**config.mk**
```make
export PLATFORM = sky130hd
export DESIGN_NAME = mute_crossfade_ramp_fsm_flat
export DESIGN_NICKNAME = d
export VERILOG_FILES = /design/src/sv/mcr_pkg.sv /design/src/sv/mcr_if.sv /design/src/sv/mcr_cfg_regs.sv /design/src/sv/mcr_mul_unit.sv /design/src/sv/mute_crossfade_ramp_fsm.sv /design/src/flat_wrapper.sv
export SDC_FILE = /design/constraint.sdc
export NUM_CORES = 2
export LEC_CHECK = 0
export BUFFER_PORTS_ARGS = -buffer_cell sky130_fd_sc_hd__buf_2
export CORE_MARGIN = 1.5
export CORE_UTILIZATION = 35
export DETAILED_ROUTE_END_ITERATION = 7
export PLACE_DENSITY = 0.5
export SETUP_SLACK_MARGIN = 0.3
export SLEW_MARGIN = 25
export SYNTH_ARGS = -nofsm -noshare
export SYNTH_HDL_FRONTEND = slang
export SYNTH_HIERARCHICAL = 1
export SYNTH_SLANG_ARGS = --single-unit
```
**constraint.sdc**
```tcl
create_clock -name clk_i -period 13.6 [get_ports clk_i]
set_clock_uncertainty 0.1 [all_clocks]
set_input_delay 2.72 -clock clk_i [delete_from_list [all_inputs] [get_ports clk_i]]
set_output_delay 2.72 -clock clk_i [all_outputs]
set_load 0.1 [all_outputs]
```
**src/sv/mcr_pkg.sv**
```systemverilog
package mcr_pkg;

  localparam int unsigned RampLengthMs = 30;
  localparam int unsigned RampIdxW     = (RampLengthMs > 1) ? $clog2(RampLengthMs) : 1;
  localparam int unsigned XW           = 15;
  localparam int unsigned SW           = 16;
  localparam int unsigned PolyW        = 17;
  localparam int unsigned SmoothPoly   = 3 * 32768;

  localparam int unsigned MulAW = 32;
  localparam int unsigned MulBW = 18;
  localparam int unsigned MulPW = MulAW + MulBW;

  localparam int unsigned PaddrW = 3;
  localparam int unsigned DataW  = 32;

  localparam logic signed [DataW-1:0] LevelScaleReset  = 32'sd262144;
  localparam logic signed [DataW-1:0] LevelOffsetReset = 32'sd0;

  localparam logic [6:0] ModeLowLimit  = 7'd32;
  localparam logic [6:0] ModeHighLimit = 7'd96;
  localparam logic [1:0] ModeLow  = 2'd0;
  localparam logic [1:0] ModeMid  = 2'd1;
  localparam logic [1:0] ModeHigh = 2'd2;

  localparam logic [15:0] CodeMax = 16'hFFFF;

  typedef enum logic [1:0] {
    PH_RUN    = 2'd0,
    PH_DOWN   = 2'd1,
    PH_SWITCH = 2'd2,
    PH_UP     = 2'd3
  } phase_e;

  typedef enum logic [2:0] {
    SQ_IDLE,
    SQ_GAIN,
    SQ_SQUARE,
    SQ_POLY,
    SQ_DELTA,
    SQ_APPLY
  } seq_e;

  typedef enum logic {
    REG_LEVEL_SCALE  = 1'b0,
    REG_LEVEL_OFFSET = 1'b1
  } reg_idx_e;

  typedef struct packed {
    logic signed [DataW-1:0] level_scale;
    logic signed [DataW-1:0] level_offset;
  } cfg_t;

  typedef struct packed {
    logic        command;
    logic [31:0] now_ms;
    logic        arm;
    logic [6:0]  level;
    logic        route_switch;
    logic [6:0]  mode_value;
  } in_item_t;

  typedef struct packed {
    logic [15:0] mute_code;
    logic        mute_written;
    logic [1:0]  mux_mode;
    logic        route_sel;
    logic        mux_changed;
    logic [1:0]  phase;
  } res_t;

  typedef logic [XW-1:0] x_lut_t [RampLengthMs];

  // ramp position in q15 for each elapsed millisecond
  function automatic x_lut_t build_x_lut();
    x_lut_t lut;
    for (int unsigned e = 0; e < RampLengthMs; e++) begin
      lut[e] = XW'((e * 32768) / RampLengthMs);
    end
    return lut;
  endfunction

  localparam x_lut_t XLut = build_x_lut();

endpackage

```
**src/sv/mcr_if.sv**
```systemverilog
interface mcr_in_if;
  logic        valid;
  logic        ready;
  logic        command;
  logic [31:0] now_ms;
  logic        arm;
  logic [6:0]  level;
  logic        route_switch;
  logic [6:0]  mode_value;

  modport source (
    output valid, command, now_ms, arm, level, route_switch, mode_value,
    input  ready
  );
  modport sink (
    input  valid, command, now_ms, arm, level, route_switch, mode_value,
    output ready
  );
endinterface

interface mcr_out_if;
  logic        valid;
  logic        ready;
  logic [15:0] mute_code;
  logic        mute_written;
  logic [1:0]  mux_mode;
  logic        route_sel;
  logic        mux_changed;
  logic [1:0]  phase;

  modport source (
    output valid, mute_code, mute_written, mux_mode, route_sel, mux_changed, phase,
    input  ready
  );
  modport sink (
    input  valid, mute_code, mute_written, mux_mode, route_sel, mux_changed, phase,
    output ready
  );
endinterface

```
**src/sv/mcr_cfg_regs.sv**
```systemverilog
module mcr_cfg_regs (
  input  logic                        clk_i,
  input  logic                        rst_ni,
  input  logic                        psel,
  input  logic                        penable,
  input  logic                        pwrite,
  input  logic [mcr_pkg::PaddrW-1:0]  paddr,
  input  logic [mcr_pkg::DataW-1:0]   pwdata,
  output logic [mcr_pkg::DataW-1:0]   prdata,
  output logic                        pready,
  output mcr_pkg::cfg_t               cfg_o
);
  import mcr_pkg::*;

  cfg_t     cfg_q, cfg_d;
  reg_idx_e reg_idx;
  logic     wr_en;

  assign pready  = 1'b1;
  assign reg_idx = reg_idx_e'(paddr[PaddrW-1]);
  assign wr_en   = psel && penable && pwrite && pready;

  always_comb begin
    cfg_d = cfg_q;
    if (wr_en) begin
      unique case (reg_idx)
        REG_LEVEL_SCALE:  cfg_d.level_scale  = $signed(pwdata);
        REG_LEVEL_OFFSET: cfg_d.level_offset = $signed(pwdata);
        default:          cfg_d = cfg_q;
      endcase
    end
  end

  always_comb begin
    unique case (reg_idx)
      REG_LEVEL_SCALE:  prdata = cfg_q.level_scale;
      REG_LEVEL_OFFSET: prdata = cfg_q.level_offset;
      default:          prdata = '0;
    endcase
  end

  always_ff @(posedge clk_i or negedge rst_ni) begin
    if (!rst_ni) begin
      cfg_q.level_scale  <= LevelScaleReset;
      cfg_q.level_offset <= LevelOffsetReset;
    end else begin
      cfg_q <= cfg_d;
    end
  end

  assign cfg_o = cfg_q;

endmodule

```
**src/sv/mcr_mul_unit.sv**
```systemverilog
module mcr_mul_unit (
  input  logic                               clk_i,
  input  logic                               en_i,
  input  logic signed [mcr_pkg::MulAW-1:0]   a_i,
  input  logic signed [mcr_pkg::MulBW-1:0]   b_i,
  output logic signed [mcr_pkg::MulPW-1:0]   prod_o
);
  import mcr_pkg::*;

  logic signed [MulPW-1:0] prod_q;

  always_ff @(posedge clk_i) begin
    if (en_i) prod_q <= MulPW'(a_i) * MulPW'(b_i);
  end

  assign prod_o = prod_q;

endmodule

```
**src/sv/mute_crossfade_ramp_fsm.sv**
```systemverilog
// Click-free mode and route switcher. Each input transfer is a millisecond tick or a
// mode control value and yields exactly one result transfer. A mode value's result is
// loaded in the apply step straight after acceptance, a tick's after the gain, square,
// polynomial and delta steps; the input is ready again once the result is loaded.
// These tick steps share the one registered 32x18 multiplier, used in turn for the
// level calibration, the square of the ramp position, the smoothstep polynomial and the
// scaling of the ramp step. A finished result waits in the output register while the
// next transfer is accepted; the next result is loaded only once that one is taken, so
// a stalled result side adds its stall cycles to the item. Mode and route changes
// ramp the mute code down over 30 ms, switch on the next tick, then ramp back up.
module mute_crossfade_ramp_fsm (
  input  logic                        clk_i,
  input  logic                        rst_ni,
  mcr_in_if.sink                      in_i,
  mcr_out_if.source                   out_o,
  input  logic                        psel,
  input  logic                        penable,
  input  logic                        pwrite,
  input  logic [mcr_pkg::PaddrW-1:0]  paddr,
  input  logic [mcr_pkg::DataW-1:0]   pwdata,
  output logic [mcr_pkg::DataW-1:0]   prdata,
  output logic                        pready
);
  import mcr_pkg::*;

  cfg_t cfg;

  seq_e     seq_q, seq_d;
  in_item_t item_q, item_in;
  logic     in_acc, out_free, apply_en, in_rdy;

  phase_e      phase_q, phase_d;
  logic [31:0] ramp_start_q, ramp_start_d;
  logic [15:0] level_held_q, level_held_d;
  logic [1:0]  pending_mode_q, pending_mode_d;
  logic        pending_route_q, pending_route_d;
  logic        route_applied_q, route_applied_d;
  logic [1:0]  mode_applied_q, mode_applied_d;

  logic [15:0]   tgt_q, tgt_d;
  logic [XW-1:0] x_q, x_d;
  logic          ramp_done_q, ramp_done_d;
  logic [31:0]   elapsed;

  res_t res_q, res_d;
  logic out_valid_q, out_valid_d;

  logic                    mul_en;
  logic signed [MulAW-1:0] mul_a;
  logic signed [MulBW-1:0] mul_b;
  logic signed [MulPW-1:0] prod;

  logic signed [33:0] gain_sum;
  logic [PolyW-1:0]   poly;
  logic [SW-1:0]      s_val;
  logic signed [16:0] delta;
  logic [15:0]        ramp_from, ramp_to, ramp_code;
  logic [1:0]         mode_q8;

  mcr_cfg_regs u_cfg (
    .clk_i   (clk_i),
    .rst_ni  (rst_ni),
    .psel    (psel),
    .penable (penable),
    .pwrite  (pwrite),
    .paddr   (paddr),
    .pwdata  (pwdata),
    .prdata  (prdata),
    .pready  (pready),
    .cfg_o   (cfg)
  );

  mcr_mul_unit u_mul (
    .clk_i  (clk_i),
    .en_i   (mul_en),
    .a_i    (mul_a),
    .b_i    (mul_b),
    .prod_o (prod)
  );

  assign item_in.command      = in_i.command;
  assign item_in.now_ms       = in_i.now_ms;
  assign item_in.arm          = in_i.arm;
  assign item_in.level        = in_i.level;
  assign item_in.route_switch = in_i.route_switch;
  assign item_in.mode_value   = in_i.mode_value;

  assign in_i.ready = in_rdy;
  assign in_acc     = in_i.valid && in_rdy;
  assign out_free   = !out_valid_q || out_o.ready;

  // sequencer next state
  always_comb begin
    seq_d = seq_q;
    unique case (seq_q)
      SQ_IDLE:   if (in_acc) seq_d = in_i.command ? SQ_APPLY : SQ_GAIN;
      SQ_GAIN:   seq_d = SQ_SQUARE;
      SQ_SQUARE: seq_d = SQ_POLY;
      SQ_POLY:   seq_d = SQ_DELTA;
      SQ_DELTA:  seq_d = SQ_APPLY;
      SQ_APPLY:  if (out_free) seq_d = SQ_IDLE;
      default:   seq_d = SQ_IDLE;
    endcase
  end

  // ramp datapath
  assign elapsed     = item_q.now_ms - ramp_start_q;
  assign ramp_done_d = elapsed >= 32'(RampLengthMs);
  assign x_d         = ramp_done_d ? '0 : XLut[elapsed[RampIdxW-1:0]];
  assign poly        = PolyW'(SmoothPoly) - PolyW'({x_q, 1'b0});
  assign s_val       = prod[SW+29:30];
  assign delta       = (phase_q == PH_DOWN) ? -$signed({1'b0, level_held_q})
                                            : $signed({1'b0, tgt_q});

  assign gain_sum = prod[MulPW-1:16] + {{2{cfg.level_offset[DataW-1]}}, cfg.level_offset};
  always_comb begin
    if (!item_q.arm || gain_sum[33]) begin
      tgt_d = '0;
    end else if (|gain_sum[32:16]) begin
      tgt_d = CodeMax;
    end else begin
      tgt_d = gain_sum[15:0];
    end
  end

  // sequencer outputs
  always_comb begin
    in_rdy   = 1'b0;
    apply_en = 1'b0;
    mul_en   = 1'b0;
    mul_a    = '0;
    mul_b    = '0;
    unique case (seq_q)
      SQ_IDLE: in_rdy = 1'b1;
      SQ_GAIN: begin
        mul_en = 1'b1;
        mul_a  = cfg.level_scale;
        mul_b  = $signed(MulBW'({item_q.level, 7'd0}));
      end
      SQ_SQUARE: begin
        mul_en = 1'b1;
        mul_a  = $signed(MulAW'(x_q));
        mul_b  = $signed(MulBW'(x_q));
      end
      SQ_POLY: begin
        mul_en = 1'b1;
        mul_a  = $signed(MulAW'(prod[2*XW-1:0]));
        mul_b  = $signed(MulBW'(poly));
      end
      SQ_DELTA: begin
        mul_en = 1'b1;
        mul_a  = $signed(MulAW'(s_val));
        mul_b  = MulBW'(delta);
      end
      SQ_APPLY: apply_en = out_free;
      default: ;
    endcase
  end

  assign ramp_from = (phase_q == PH_DOWN) ? level_held_q : '0;
  assign ramp_to   = (phase_q == PH_DOWN) ? '0 : tgt_q;
  assign ramp_code = ramp_done_q ? ramp_to : ramp_from + prod[30:15];

  always_comb begin
    if (item_q.mode_value < ModeLowLimit) begin
      mode_q8 = ModeLow;
    end else if (item_q.mode_value < ModeHighLimit) begin
      mode_q8 = ModeMid;
    end else begin
      mode_q8 = ModeHigh;
    end
  end

  // block state update
  always_comb begin
    phase_d         = phase_q;
    ramp_start_d    = ramp_start_q;
    level_held_d    = level_held_q;
    pending_mode_d  = pending_mode_q;
    pending_route_d = pending_route_q;
    route_applied_d = route_applied_q;
    mode_applied_d  = mode_applied_q;
    res_d           = '0;
    if (item_q.command) begin
      if (mode_q8 != mode_applied_q) begin
        pending_mode_d  = mode_q8;
        pending_route_d = route_applied_q;
        if (phase_q == PH_RUN) begin
          phase_d      = PH_DOWN;
          ramp_start_d = item_q.now_ms;
        end
      end
    end else begin
      unique case (phase_q)
        PH_RUN: begin
          level_held_d       = tgt_q;
          res_d.mute_code    = tgt_q;
          res_d.mute_written = 1'b1;
        end
        PH_DOWN: begin
          res_d.mute_code    = ramp_code;
          res_d.mute_written = 1'b1;
          if (ramp_code == '0) phase_d = PH_SWITCH;
        end
        PH_SWITCH: begin
          mode_applied_d    = pending_mode_q;
          route_applied_d   = pending_route_q;
          res_d.mux_changed = 1'b1;
          phase_d           = PH_UP;
          ramp_start_d      = item_q.now_ms;
        end
        PH_UP: begin
          res_d.mute_code    = ramp_code;
          res_d.mute_written = 1'b1;
          if (ramp_code == tgt_q) begin
            level_held_d = tgt_q;
            phase_d      = PH_RUN;
          end
        end
        default: phase_d = phase_q;
      endcase
      if (item_q.route_switch != route_applied_d && phase_d == PH_RUN) begin
        pending_mode_d  = mode_applied_d;
        pending_route_d = item_q.route_switch;
        phase_d         = PH_DOWN;
        ramp_start_d    = item_q.now_ms;
      end
    end
    res_d.mux_mode  = mode_applied_d;
    res_d.route_sel = route_applied_d;
    res_d.phase     = phase_d;
  end

  always_comb begin
    out_valid_d = out_valid_q;
    if (apply_en) begin
      out_valid_d = 1'b1;
    end else if (out_o.ready) begin
      out_valid_d = 1'b0;
    end
  end

  always_ff @(posedge clk_i or negedge rst_ni) begin
    if (!rst_ni) begin
      seq_q           <= SQ_IDLE;
      out_valid_q     <= 1'b0;
      phase_q         <= PH_RUN;
      ramp_start_q    <= '0;
      level_held_q    <= '0;
      pending_mode_q  <= '0;
      pending_route_q <= 1'b0;
      route_applied_q <= 1'b0;
      mode_applied_q  <= '0;
    end else begin
      seq_q       <= seq_d;
      out_valid_q <= out_valid_d;
      if (apply_en) begin
        phase_q         <= phase_d;
        ramp_start_q    <= ramp_start_d;
        level_held_q    <= level_held_d;
        pending_mode_q  <= pending_mode_d;
        pending_route_q <= pending_route_d;
        route_applied_q <= route_applied_d;
        mode_applied_q  <= mode_applied_d;
      end
    end
  end

  always_ff @(posedge clk_i) begin
    if (in_acc) item_q <= item_in;
    if (seq_q == SQ_GAIN) begin
      x_q         <= x_d;
      ramp_done_q <= ramp_done_d;
    end
    if (seq_q == SQ_SQUARE) tgt_q <= tgt_d;
    if (apply_en) res_q <= res_d;
  end

  assign out_o.valid        = out_valid_q;
  assign out_o.mute_code    = res_q.mute_code;
  assign out_o.mute_written = res_q.mute_written;
  assign out_o.mux_mode     = res_q.mux_mode;
  assign out_o.route_sel    = res_q.route_sel;
  assign out_o.mux_changed  = res_q.mux_changed;
  assign out_o.phase        = res_q.phase;

  a_busy_after_accept: assert property (@(posedge clk_i) disable iff (!rst_ni)
    in_acc |=> !in_i.ready)
    else $error("input ready while a transfer is in progress");

  a_phase_only_on_apply: assert property (@(posedge clk_i) disable iff (!rst_ni)
    !apply_en |=> $stable(phase_q))
    else $error("phase changed outside the apply step");

  a_switch_step: assert property (@(posedge clk_i) disable iff (!rst_ni)
    (out_o.valid && out_o.mux_changed) |->
      (phase_e'(out_o.phase) == PH_UP && !out_o.mute_written))
    else $error("switch step result is inconsistent");

  a_down_reaches_zero: assert property (@(posedge clk_i) disable iff (!rst_ni)
    (out_o.valid && out_o.mute_written && phase_e'(out_o.phase) == PH_SWITCH) |->
      (out_o.mute_code == '0))
    else $error("switch entered before the mute code reached zero");

endmodule

```
**src/flat_wrapper.sv**
```systemverilog
// flat-port wrapper written by rule: the top's interface ports become plain ports
module mute_crossfade_ramp_fsm_flat import mcr_pkg::*;
  (clk_i, rst_ni, psel, penable, pwrite, paddr, pwdata, prdata, pready, in_i_valid, in_i_command, in_i_now_ms, in_i_arm, in_i_level, in_i_route_switch, in_i_mode_value, in_i_ready, out_o_valid, out_o_mute_code, out_o_mute_written, out_o_mux_mode, out_o_route_sel, out_o_mux_changed, out_o_phase, out_o_ready);
  mcr_in_if in_i_i ();
  mcr_out_if out_o_i ();
  input  logic clk_i;
  input  logic rst_ni;
  input  logic psel;
  input  logic penable;
  input  logic pwrite;
  input  logic [mcr_pkg::PaddrW-1:0] paddr;
  input  logic [mcr_pkg::DataW-1:0] pwdata;
  output logic [mcr_pkg::DataW-1:0] prdata;
  output logic pready;
  input wire logic [$bits(in_i_i.valid)-1:0] in_i_valid;
  input wire logic [$bits(in_i_i.command)-1:0] in_i_command;
  input wire logic [$bits(in_i_i.now_ms)-1:0] in_i_now_ms;
  input wire logic [$bits(in_i_i.arm)-1:0] in_i_arm;
  input wire logic [$bits(in_i_i.level)-1:0] in_i_level;
  input wire logic [$bits(in_i_i.route_switch)-1:0] in_i_route_switch;
  input wire logic [$bits(in_i_i.mode_value)-1:0] in_i_mode_value;
  output wire logic [$bits(in_i_i.ready)-1:0] in_i_ready;
  output wire logic [$bits(out_o_i.valid)-1:0] out_o_valid;
  output wire logic [$bits(out_o_i.mute_code)-1:0] out_o_mute_code;
  output wire logic [$bits(out_o_i.mute_written)-1:0] out_o_mute_written;
  output wire logic [$bits(out_o_i.mux_mode)-1:0] out_o_mux_mode;
  output wire logic [$bits(out_o_i.route_sel)-1:0] out_o_route_sel;
  output wire logic [$bits(out_o_i.mux_changed)-1:0] out_o_mux_changed;
  output wire logic [$bits(out_o_i.phase)-1:0] out_o_phase;
  input wire logic [$bits(out_o_i.ready)-1:0] out_o_ready;
  assign in_i_i.valid = in_i_valid;
  assign in_i_i.command = in_i_command;
  assign in_i_i.now_ms = in_i_now_ms;
  assign in_i_i.arm = in_i_arm;
  assign in_i_i.level = in_i_level;
  assign in_i_i.route_switch = in_i_route_switch;
  assign in_i_i.mode_value = in_i_mode_value;
  assign in_i_ready = in_i_i.ready;
  assign out_o_valid = out_o_i.valid;
  assign out_o_mute_code = out_o_i.mute_code;
  assign out_o_mute_written = out_o_i.mute_written;
  assign out_o_mux_mode = out_o_i.mux_mode;
  assign out_o_route_sel = out_o_i.route_sel;
  assign out_o_mux_changed = out_o_i.mux_changed;
  assign out_o_phase = out_o_i.phase;
  assign out_o_i.ready = out_o_ready;
  mute_crossfade_ramp_fsm u_core (.clk_i(clk_i), .rst_ni(rst_ni), .in_i(in_i_i), .out_o(out_o_i), .psel(psel), .penable(penable), .pwrite(pwrite), .paddr(paddr), .pwdata(pwdata), .prdata(prdata), .pready(pready));
endmodule
```
# Yosys cells after proc, flatten, opt, wreduce, memory -nomap -nowiden
# Memories as Yosys holds them, arrays and structs flattened. A register that Yosys moved wholly into a read port is not among the register bits.
# Index checks and enable logic that the tools add are counted.
# totals
regBits,263
mem_bits_ro,480
in_bits,91
output_inout_bits,58
wordCells,127
memories,1
# mem_list
name,words,word_bits,rd,rd_ports_with_merged_regs,wr,line,rtl
(name not given),32,15,1,1,0,mute_crossfade_ramp_fsm.sv:109,assign x_d = ramp_done_d ? '0 : XLut[elapsed[RampIdxW-1:0]];
# op_classes
addsub,5
multipliers,1
magnitude_cmp,3
n_eq_ne,16
mux,47
n_bitwise,3
reduce_logical,25
# ops
cell,n
$mux 32,5
$pmux 32 s4,1
$mux 16,5
$pmux 18 s4,1
$pmux 32 s2,1
$mul 32x18->50,1
$add 34x34->34,1
$pmux 17 s2,1
$ge 32x5->1 const B,1
$pmux 16 s2,1
$sub 32x32->32,1
$mux 2,14
$pmux 3 s6,1
$mux 17,1
$neg 16->17,1
$reduce_or 17->1,1
$sub 17x16->17 const A,1
$add 16x16->16,1
$eq 16x16->1,1
$logic_not 16->1,1
$mux 1,12
$mux 3,3
$reduce_and 4->1,2
$lt 7x6->1 const B,1
other kinds (24),41

# Depth between registers and ports, before layout
# depth
depth_word,12
mapped_depth,34

# Modules after synthesis
# Netlist, hierarchy kept.
# modules_own_cells
module,instances,cells_per_inst,area_per_inst_um2
mcr_mul_unit,1,2326,21483.1
mute_crossfade_ramp_fsm,1,1412,12640.9
mcr_cfg_regs,1,174,2912.8

# Worst setup path before layout
# No wires, ideal clock.
# synth_path
path_kind,register to register
start,register u_core.seq_q[1]
end,register u_core.u_mul.prod_q[45] (netlist: u_core/u_mul/prod_o[45]) (data pin)
setup_time_ns,0.260
arrival_time_ns,8.053
required_ns,13.240
path_slack_ns,5.187
stages_incl_launch_ff,34
period_less_slack_ns,8.413
cell_sequence,dfrtp_1 > clkbuf_1 > nor2b_1 > nor2b_1 > clkbuf_1 > o21ai_0 > o31ai_1 > a21oi_1 > o21ai_0 > clkbuf_1 > nand2_1 > fa_1 > inv_1 > fa_1 > inv_1 > fa_1 > inv_1 > fa_1 > fa_1 > inv_1 > fa_1 > inv_1 > ha_1 > buf_6 > a211o_1 > a21oi_1 > a211oi_2 > o21ai_2 > nand2b_4 > a21oi_4 > o311a_4 > or4_4 > nor2b_4 > xnor2_2
# synth_between
elab_chain_cells,3
word_cells_on_any_way,7
cone_classes,1 x mul; 4 x eq/ne; 2 x mux
# synth_lines
item,line,rtl
"start, declared",mute_crossfade_ramp_fsm.sv:28,"seq_e seq_q, seq_d;"
"start signal, assigned",mute_crossfade_ramp_fsm.sv:255,seq_q <= seq_d;
"$eq 3x3->1, or another cell as far along",mute_crossfade_ramp_fsm.sv:133,unique case (seq_q)
$pmux 18 s4 (*),mute_crossfade_ramp_fsm.sv:133,
via u_core.mul_b[11],mute_crossfade_ramp_fsm.sv:50,logic signed [MulBW-1:0] mul_b;
$mul 32x18->50 (*),mcr_mul_unit.sv:13,if (en_i) prod_q <= MulPW'(a_i) * MulPW'(b_i);
"end signal, assigned",mcr_mul_unit.sv:13,
"end, declared",mcr_mul_unit.sv:10,logic signed [MulPW-1:0] prod_q;
# Mark *: on every way through the listed nets, which the timed path passes. The rest lies on a longest branch.
# A chain may end at the register's enable or synchronous reset.

# Final worst setup path
# layout_path
start,register u_core.seq_q[1]
end,register u_core.u_mul.prod_q[48] (netlist: u_core/u_mul/prod_o[48]) (data pin)
# The elaborated chain is that of the path after synthesis.

==> results.sh <==
export IMPL_post_route_period_util=0.731
export IMPL_globalplace_congestion=0.900
export IMPL_layout_drive_gt1_share=0.112
export IMPL_placedInstanceArea_um2=39200
export IMPL_vias=27500
export IMPL_layout_common_cells="inv_1, fa_1, nand2_1"
export IMPL_grt_pass1_wl_um=174000
export IMPL_nNetsFinal=4810
export IMPL_numCtsBuffers=28
export IMPL_start_util=0.352
export IMPL_final_common_cell="inv_1"
export IMPL_synthMuxAreaShare=0.0555
export IMPL_grt_usage=0.210
export IMPL_ctsResizeCount=0
export IMPL_grt_pass1_vias=28500
export IMPL_drc=0
export IMPL_synth_xor_area_share=0.0309
export IMPL_ff2ff_path_depth=24
export IMPL_postLayoutCellArea_um2=40200
export IMPL_fin_cells=5365
export IMPL_die_area_um2=108000
export IMPL_yosysUniqueCellTypes=102
export IMPL_ant_nets=0
export IMPL_synth_top_family_by_area="adder cells"
export IMPL_synth_top_cell_area_share=0.301
export IMPL_die_h_um=328
export IMPL_hold_viol=0
export IMPL_fillers=10800
export IMPL_area_growth_pct=8.63
export IMPL_hold_depth=1
export IMPL_drt_wl_total_um=111000
export IMPL_synth_avg_cell_area_um2=9.47
export IMPL_clockBufferDepth=3
export IMPL_clkSlewWorstSetupHoldPaths_ns=0.07
export IMPL_ys_top_cells_by_area="fa_1, edfxtp_1, dfrtp_1"
export IMPL_placedCellCount=5311
export IMPL_core_area_um2=105000
export IMPL_place_hpwl_um=84700
export IMPL_grt_max_degree=65
export IMPL_viasPerCell=5.13
export IMPL_cp_end_kind="flip-flop"
export IMPL_clk_latency_ns=0.60
export IMPL_synth_edf_count=139
export IMPL_synth_seq_cells=263
export IMPL_ioPinCount=149
export IMPL_setup_viol=0
export IMPL_slew_violations=0
export IMPL_multiInputGateArea_um2=26300
export IMPL_cts_tree="yes"
export IMPL_first_pass_iters=6
export IMPL_yosysSeqAreaShare=0.197
export IMPL_critPathKind="flip-flop to flip-flop"
export IMPL_grt_setup_unrepaired="no"
export IMPL_async_flop_share=0.471
export IMPL_synth_compound_area_frac=0.103
export IMPL_max_freq_mhz=101
export IMPL_portBuffers=140
export IMPL_critPathArrivalTime_ns=10.25
export IMPL_slew_headroom=0.327
export IMPL_clock_root_buffer="clkbuf_16"
export IMPL_syn_num_nets=4771
export IMPL_drt_iter0_drc=1857
export IMPL_startpoint_type="flip-flop"
export IMPL_synth_cells=3912
export IMPL_htreeDepth=1
export IMPL_required_ns=13.91
export IMPL_cp_max_fo=21
export IMPL_yosys_warnings=6
export IMPL_run_status="finished clean"
export IMPL_ys_flop_type="edfxtp_1"
export IMPL_detail_route_wl_per_cell_um=20.7
export IMPL_synthSimpleGateAreaFrac=0.145
export IMPL_register_area_um2=7280
export IMPL_grt_ovfl_total=0
export IMPL_finalCriticalPeriod_ns=9.94
export IMPL_yosys_area_top_type="fa_1"
export IMPL_max_slew_worst_pin_slew_ns=1.01
export IMPL_syn_area_um2=37000
export IMPL_tns_ns=0
export IMPL_rows=119
export IMPL_hp_class="flip-flop to flip-flop"
export IMPL_clkSinkCount=263
export IMPL_maxCapViolations=0
export IMPL_synth_adder_area_share=0.372
export IMPL_postCtsSetupRepairBufs=0
export IMPL_whs_ns=0.388
export IMPL_antenna_found_initial=5
export IMPL_die_x_um=328
export IMPL_cts_hold_buf=0
-- synthesized netlist by cell type, drive strengths merged (16+ instances only) --
| master | n |
|---|---|
| nand3 | 47 |
| a22oi | 31 |
| nand2 | 464 |
| a21oi | 159 |
| clkbuf | 151 |
| and2 | 246 |
| mux2i | 24 |
| nor2b | 28 |
| nand2b | 37 |
| nand4 | 20 |
| fa | 556 |
| nor2 | 134 |
| a31oi | 24 |
| a21o | 53 |
| inv | 737 |
| ha | 212 |
| a211oi | 19 |
| xnor2 | 85 |
| xor2 | 44 |
| edfxtp | 139 |
| dfrtp | 123 |
| buf | 32 |
| o21ai | 113 |
| mux2 | 150 |
| o211ai | 18 |
| a22o | 16 |
| nor3 | 32 |
| nor4 | 16 |
-- worst paths after layout --
| check | startpoint | endpoint | slack (ns) |
|---|---|---|---|
| hold / removal | u_core/ramp_start_q[17] | u_core/ramp_start_q[17] | 0.39 |
| max in group asynchronous | rst_ni | u_core/u_cfg/cfg_o[33] | 10.03 |
| setup reg to reg | u_core/seq_q[1] | u_core/u_mul/prod_o[48] | 3.66 |
| setup / recovery | u_core/seq_q[1] | u_core/u_mul/prod_o[48] | 3.66 |
| min in group asynchronous | rst_ni | u_core/ramp_start_q[12] | 2.02 |
| hold reg to reg | u_core/ramp_start_q[17] | u_core/ramp_start_q[17] | 0.39 |
-- final cells by class --
type                    instances  area share
multi-input cells            2727       0.654
flip-flops and latches        263       0.181
inverters                     739      0.0689
well taps                    1391      0.0433
repair buffers                192      0.0276
clock buffers                  34      0.0187
clock inverters                18     0.00678
diodes                          1   0.0000622
-- worst max-delay path, cell delays in order (launching register included) --
cell and delay [ns]:
dfrtp_1 0.55, nor2_1 0.30, and2_1 0.73, o311a_1 0.95
clkinv_1 0.56, buf_4 0.40, nor2_1 0.19, fa_1 0.44
fa_1 0.53, fa_1 0.52, fa_1 0.51, fa_1 0.54
inv_1 0.05, fa_1 0.55, inv_1 0.05, ha_1 0.41
nand2_1 0.09, o21ai_0 0.28, a21oi_1 0.08, o21ai_0 0.60
o311ai_4 0.23, o31ai_2 0.50, nand3_1 0.14, nand3_1 0.12
xor2_1 0.26
-- logic make-up after synthesis --
group | after synthesis
adder cells (fa/ha/maj) | 768
multiplexers | 174
AO/OA/AOI/OAI | 562
AND/OR/NAND/NOR | 1093
XOR/XNOR | 129
flip-flops | 263
other | 1
buffers and inverters | 922
-- state kept, by name, summed over array words and instances (netlist names), 3 cells and up --
name                    flops
u_core/level_held_q        16
u_core/seq_q                3
u_core/out_o.mute_code     16
u_core/u_cfg/cfg_o         64
u_core/tgt_q               16
u_core/ramp_start_q        32
u_core/x_q                  5
u_core/u_mul/prod_o        50
u_core/item_q              44
-- per-layer routing --
layer  vias to the layer above  track usage  share of wire
met5                         -            0       0.000063
met4                         2       0.0287          0.014
met3                        95       0.0261          0.055
met2                       682        0.341           0.47
met1                     14100        0.306           0.46
li1                      12600            -              -
-- per-stage QoR --
stage / utilization / setup WS, ns
final: 0.383 / 3.66
after global placement: 0.373 / 3.66
after floorplan: - / 5.19
after CTS: 0.382 / 3.59
after detailed placement: 0.373 / 3.68
after global routing: 0.383 / 3.25
Power is left out: the tool's default activity adds up to more than one toggle a clock period on the data nets, which glitch-free logic cannot reach.
